`src/hdl/tmpr_pkg.sv`:
```
// Shared types and constants for the tile-map pixel renderer.
`timescale 1ns / 1ps

package tmpr_pkg;

	localparam int DEF_MAP_COLUMNS = 40;
	localparam int DEF_MAP_ROWS    = 30;
	localparam int DEF_TILE_COUNT  = 1200;

	// Result queue behind the pipeline
	localparam int FIFO_DEPTH = 4;
	localparam int FIFO_AW    = $clog2(FIFO_DEPTH);
	localparam int FIFO_CW    = FIFO_AW + 1;

	typedef enum logic [1:0] {
		OP_NAME    = 2'd0,
		OP_PATTERN = 2'd1,
		OP_PALETTE = 2'd2,
		OP_RENDER  = 2'd3
	} op_t;

	typedef struct packed {
		logic red;
		logic green;
		logic blue;
	} rgb_t;

endpackage

```
`src/hdl/tmpr_out_fifo.sv`:
```
// Small result queue that decouples the render pipeline from the output channel.
`timescale 1ns / 1ps

module tmpr_out_fifo import tmpr_pkg::*; (
	input  logic               clk,
	input  logic               arst_n,
	input  logic               push,
	input  rgb_t               push_rgb,
	input  logic               pop,
	output rgb_t               head_rgb,
	output logic [FIFO_CW-1:0] count
);

	rgb_t               mem [FIFO_DEPTH];
	logic [FIFO_AW-1:0] wr_ptr_q;
	logic [FIFO_AW-1:0] rd_ptr_q;
	logic [FIFO_CW-1:0] count_q;

	always_ff @(posedge clk) begin
		if (push) begin
			mem[wr_ptr_q] <= push_rgb;
		end
	end

	always_ff @(posedge clk or negedge arst_n) begin
		if (!arst_n) begin
			wr_ptr_q <= '0;
			rd_ptr_q <= '0;
			count_q  <= '0;
		end else begin
			if (push) begin
				wr_ptr_q <= wr_ptr_q + FIFO_AW'(1);
			end
			if (pop) begin
				rd_ptr_q <= rd_ptr_q + FIFO_AW'(1);
			end
			case ({push, pop})
				2'b10:   count_q <= count_q + FIFO_CW'(1);
				2'b01:   count_q <= count_q - FIFO_CW'(1);
				default: count_q <= count_q;
			endcase
		end
	end

	assign head_rgb = mem[rd_ptr_q];
	assign count    = count_q;

endmodule

```
`config.mk`:
```
export PLATFORM = sky130hd
export DESIGN_NAME = tmpr_out_fifo
export DESIGN_NICKNAME = d
export VERILOG_FILES = /design/src/hdl/tmpr_pkg.sv /design/src/hdl/tmpr_out_fifo.sv
export SDC_FILE = /design/constraint.sdc
export NUM_CORES = 1
export LEC_CHECK = 0
export BUFFER_PORTS_ARGS = -buffer_cell sky130_fd_sc_hd__buf_2
export CORE_MARGIN = 2
export CORE_UTILIZATION = 25
export CTS_CLUSTER_DIAMETER = 150
export CTS_CLUSTER_SIZE = 12
export DETAILED_ROUTE_END_ITERATION = 10
export REMOVE_ABC_BUFFERS = 1
export SYNTH_ARGS = -nofsm -noshare
export SYNTH_HDL_FRONTEND = slang
export SYNTH_SLANG_ARGS = --single-unit
```
`constraint.sdc`:
```
create_clock -name clk -period 1.6 [get_ports clk]
set_clock_uncertainty 0.1 [all_clocks]
set_input_delay 0.4 -clock clk [delete_from_list [all_inputs] [get_ports clk]]
set_output_delay 0.4 -clock clk [all_outputs]
set_load 0.02 [all_outputs]
```
==> qor.txt <==
GRT met1 Usage -> 8.50%
Postcts setup bufs -> 0
WS Path Type -> flip-flop to output port
Max VDD drop -> 0.418 mV
Initial core utilization -> 26.5%
Worst Slack Setup Final -> -0.316 ns
Longest Clk Path Bufs -> 2
Slew Limit Fails -> 0
Routability congestion estimate -> 0.656
RSZ-0062 raised after global routing -> true
Post-route setup TNS -> -0.935 ns
ANT nets after route -> 0
HPWL after DPL -> 944 µm
Post-synthesis sequential area ratio -> 65.0%
Vias -> 436
Hold Path Class -> input pin to flip-flop
Initial antenna violation count -> 0
Vias in the first global route -> 428
Residual DRC count -> 0
DIE AREA -> 3770 µm²
Clk_lat worst skew -> 0.29 ns
Slew headroom -> 85.9%
Setup crit end kind -> output port
Met3 Resource Use GR -> 1.89%
Hold Vio Cnt, Final -> 0
CP required -> 1.10 ns
Post-layout nets -> 84
Boundary Pins -> 13
Violation count after the first detailed-route iteration -> 8
Fin crit share -> 120%
CP max FO -> 4
Layout cell share with drive strength beyond 1 -> 34.3%
Leak -> 0.000427 µW
GR Util met2 -> 12.0%
Clock transition at the registers of the reported paths -> 0.10 ns
Total clock sinks -> 19
Final Setup Violations -> 3
Syn Inst Count -> 50
Die Wd -> 61.4 µm
Largest net degree at the start of global routing -> 12
Synth Register Bits -> 19
Crit path arrival time -> 1.42 ns
Placed instance count -> 109
Netlist cell types -> 14
Mapped Avg Cell Area -> 16.5 µm²
Layout fillers -> 328
Failing checks -> setup timing
Max-cap viol count -> 0
First-pass GRT wire length -> 1910 µm
Drt via density -> 3.82
DRT Wirelength -> 1200 µm
WL per Instance -> 10.5 µm
Syn Std Cell Area -> 823 µm²
Num rows -> 20
Layout Area Growth over Synthesis -> 23.3%
Pwr Total -> 1690 µW
CTS H-tree depth -> 1
CTS root buf -> clkbuf_4
CTS tree -> yes
Yosys warnings -> 0
Number of port buffers -> 12
DP Worst Slack -> -0.153 ns
GRT Resource Usage Total -> 7.44%
Pwr Density -> 1670 nW/µm²
Run status -> finished with violations
Final Instance Count excl. Fillers -> 114
FMAX -> 522 MHz
First-pass detailed-route iteration total -> 4
Fin crit period -> 1.92 ns
Ant. Diodes -> 0
TritonCTS Buffers -> 3
Startpoint types -> flip-flop
Worst-Margin Slew -> 0.211 ns
Grt ovf -> 0
Global routing's busiest layer -> met2
Placeable Area -> 3100 µm²
Die height -> 61.4 µm
Layout Utilization -> 32.7%
cells by family (layout without fill, tap and decap cells):
family	count (synthesis)	count (layout)	share of synthesized area (%)
flip-flops	19	19	65.0
multiplexers	4	4	9.42
XOR/XNOR	6	6	6.38
AO/OA/AOI/OAI	1	1	0.607
AND/OR/NAND/NOR	7	7	4.41
adder cells (fa/ha/maj)	6	6	10.0
buffers and inverters	7	27	4.10
final timing paths:
check / start / end / slack [ns] / cells past startpoint
min in group asynchronous: arst_n / rd_ptr_q[1]$_DFFE_PN0P_ / 0.36 / 2
max in group asynchronous: arst_n / rd_ptr_q[0]$_DFFE_PN0P_ / 0.88 / 2
worst max-delay path: rd_ptr_q[0]$_DFFE_PN0P_ / head_rgb[0] / -0.32 / 2
worst min register to register: count[2]$_DFFE_PN0P_ / count[2]$_DFFE_PN0P_ / 0.38 / 1
worst max register to register: count[0]$_DFFE_PN0P_ / count[2]$_DFFE_PN0P_ / 0.15 / 5
worst min-delay path: push_rgb[0] / mem[3][0]$_DFFE_PP_ / 0.22 / 1
power breakdown:
part	total (µW)	leakage, µW	internal, µW	switching [µW]
logic	663	0.000218	338	325
registers	797	0.000191	681	115
clock network	230	0.0000177	92.9	137
total	1690	0.000427	1110	578
cells in the final DEF (no fill, tap or decap), types with 2 or more instances in the layout:
cell type	count
buf_4	4
xor2_1	4
buf_6	3
buf_2	9
mux4_2	3
nand2_1	2
edfxtp_1	12
dfrtp_1	6
ha_1	5
clkbuf_4	3
xnor2_1	2
inv_1	6
and2_1	4
cells in the mapped netlist:
library cell,count,area share [%]
edfxtp_1,12,44
nand2_1,2,0.91
xor2_1,4,4.3
fa_1,1,2.4
ha_1,5,7.6
mux2i_1,1,1.2
o21ai_0,1,0.61
dfrtp_1,7,21
buf_6,1,1.4
xnor2_1,2,2.1
inv_1,6,2.7
and2_1,4,3.0
mux4_2,3,8.2
nor2_1,1,0.46
worst max-delay path, stage by stage, from the launching register on:
cell,delay [ns]
dfrtp_2,0.45
mux4_2,0.53
buf_6,0.15
what timing repair did:
item	in CTS	in global routing
setup endpoints to repair	3	3
hold buffers	1	0
hold endpoints to repair	7	0
gates resized for setup	7	0
cloned	0	0
state kept, by name, indices dropped and copies added (netlist names):
| name | flops |
|---|---|
| count | 3 |
| rd_ptr_q | 2 |
| mem | 12 |
| wr_ptr_q | 2 |
final cells by class:
type                    instances  area, µm²  area share (%)
flip-flops and latches         19        537            52.9
multi-input cells              24        254            25.0
repair buffers                 17        119            11.7
well taps                      44       55.1            5.43
clock buffers                   3       22.5            2.22
inverters                       6       22.5            2.22
clock inverters                 1       5.00           0.493
stage by stage:
step / hold WS [ns] / area [µm²]
6_report: 0.221 / 1010
4_1_cts: 0.214 / 1010
2_1_floorplan: 0.00441 / 812
3_5_place_dp: 0.141 / 957
3_3_place_gp: 0.140 / 957
5_1_grt: 0.211 / 1010
metal layers:
layer	wire length, µm	vias to the layer above
met3	72	2
li1	-	209
met1	495	213
met4	26	0
met2	608	12
met5	0	-
No activity file was read; power rests on OpenSTA's default activity.
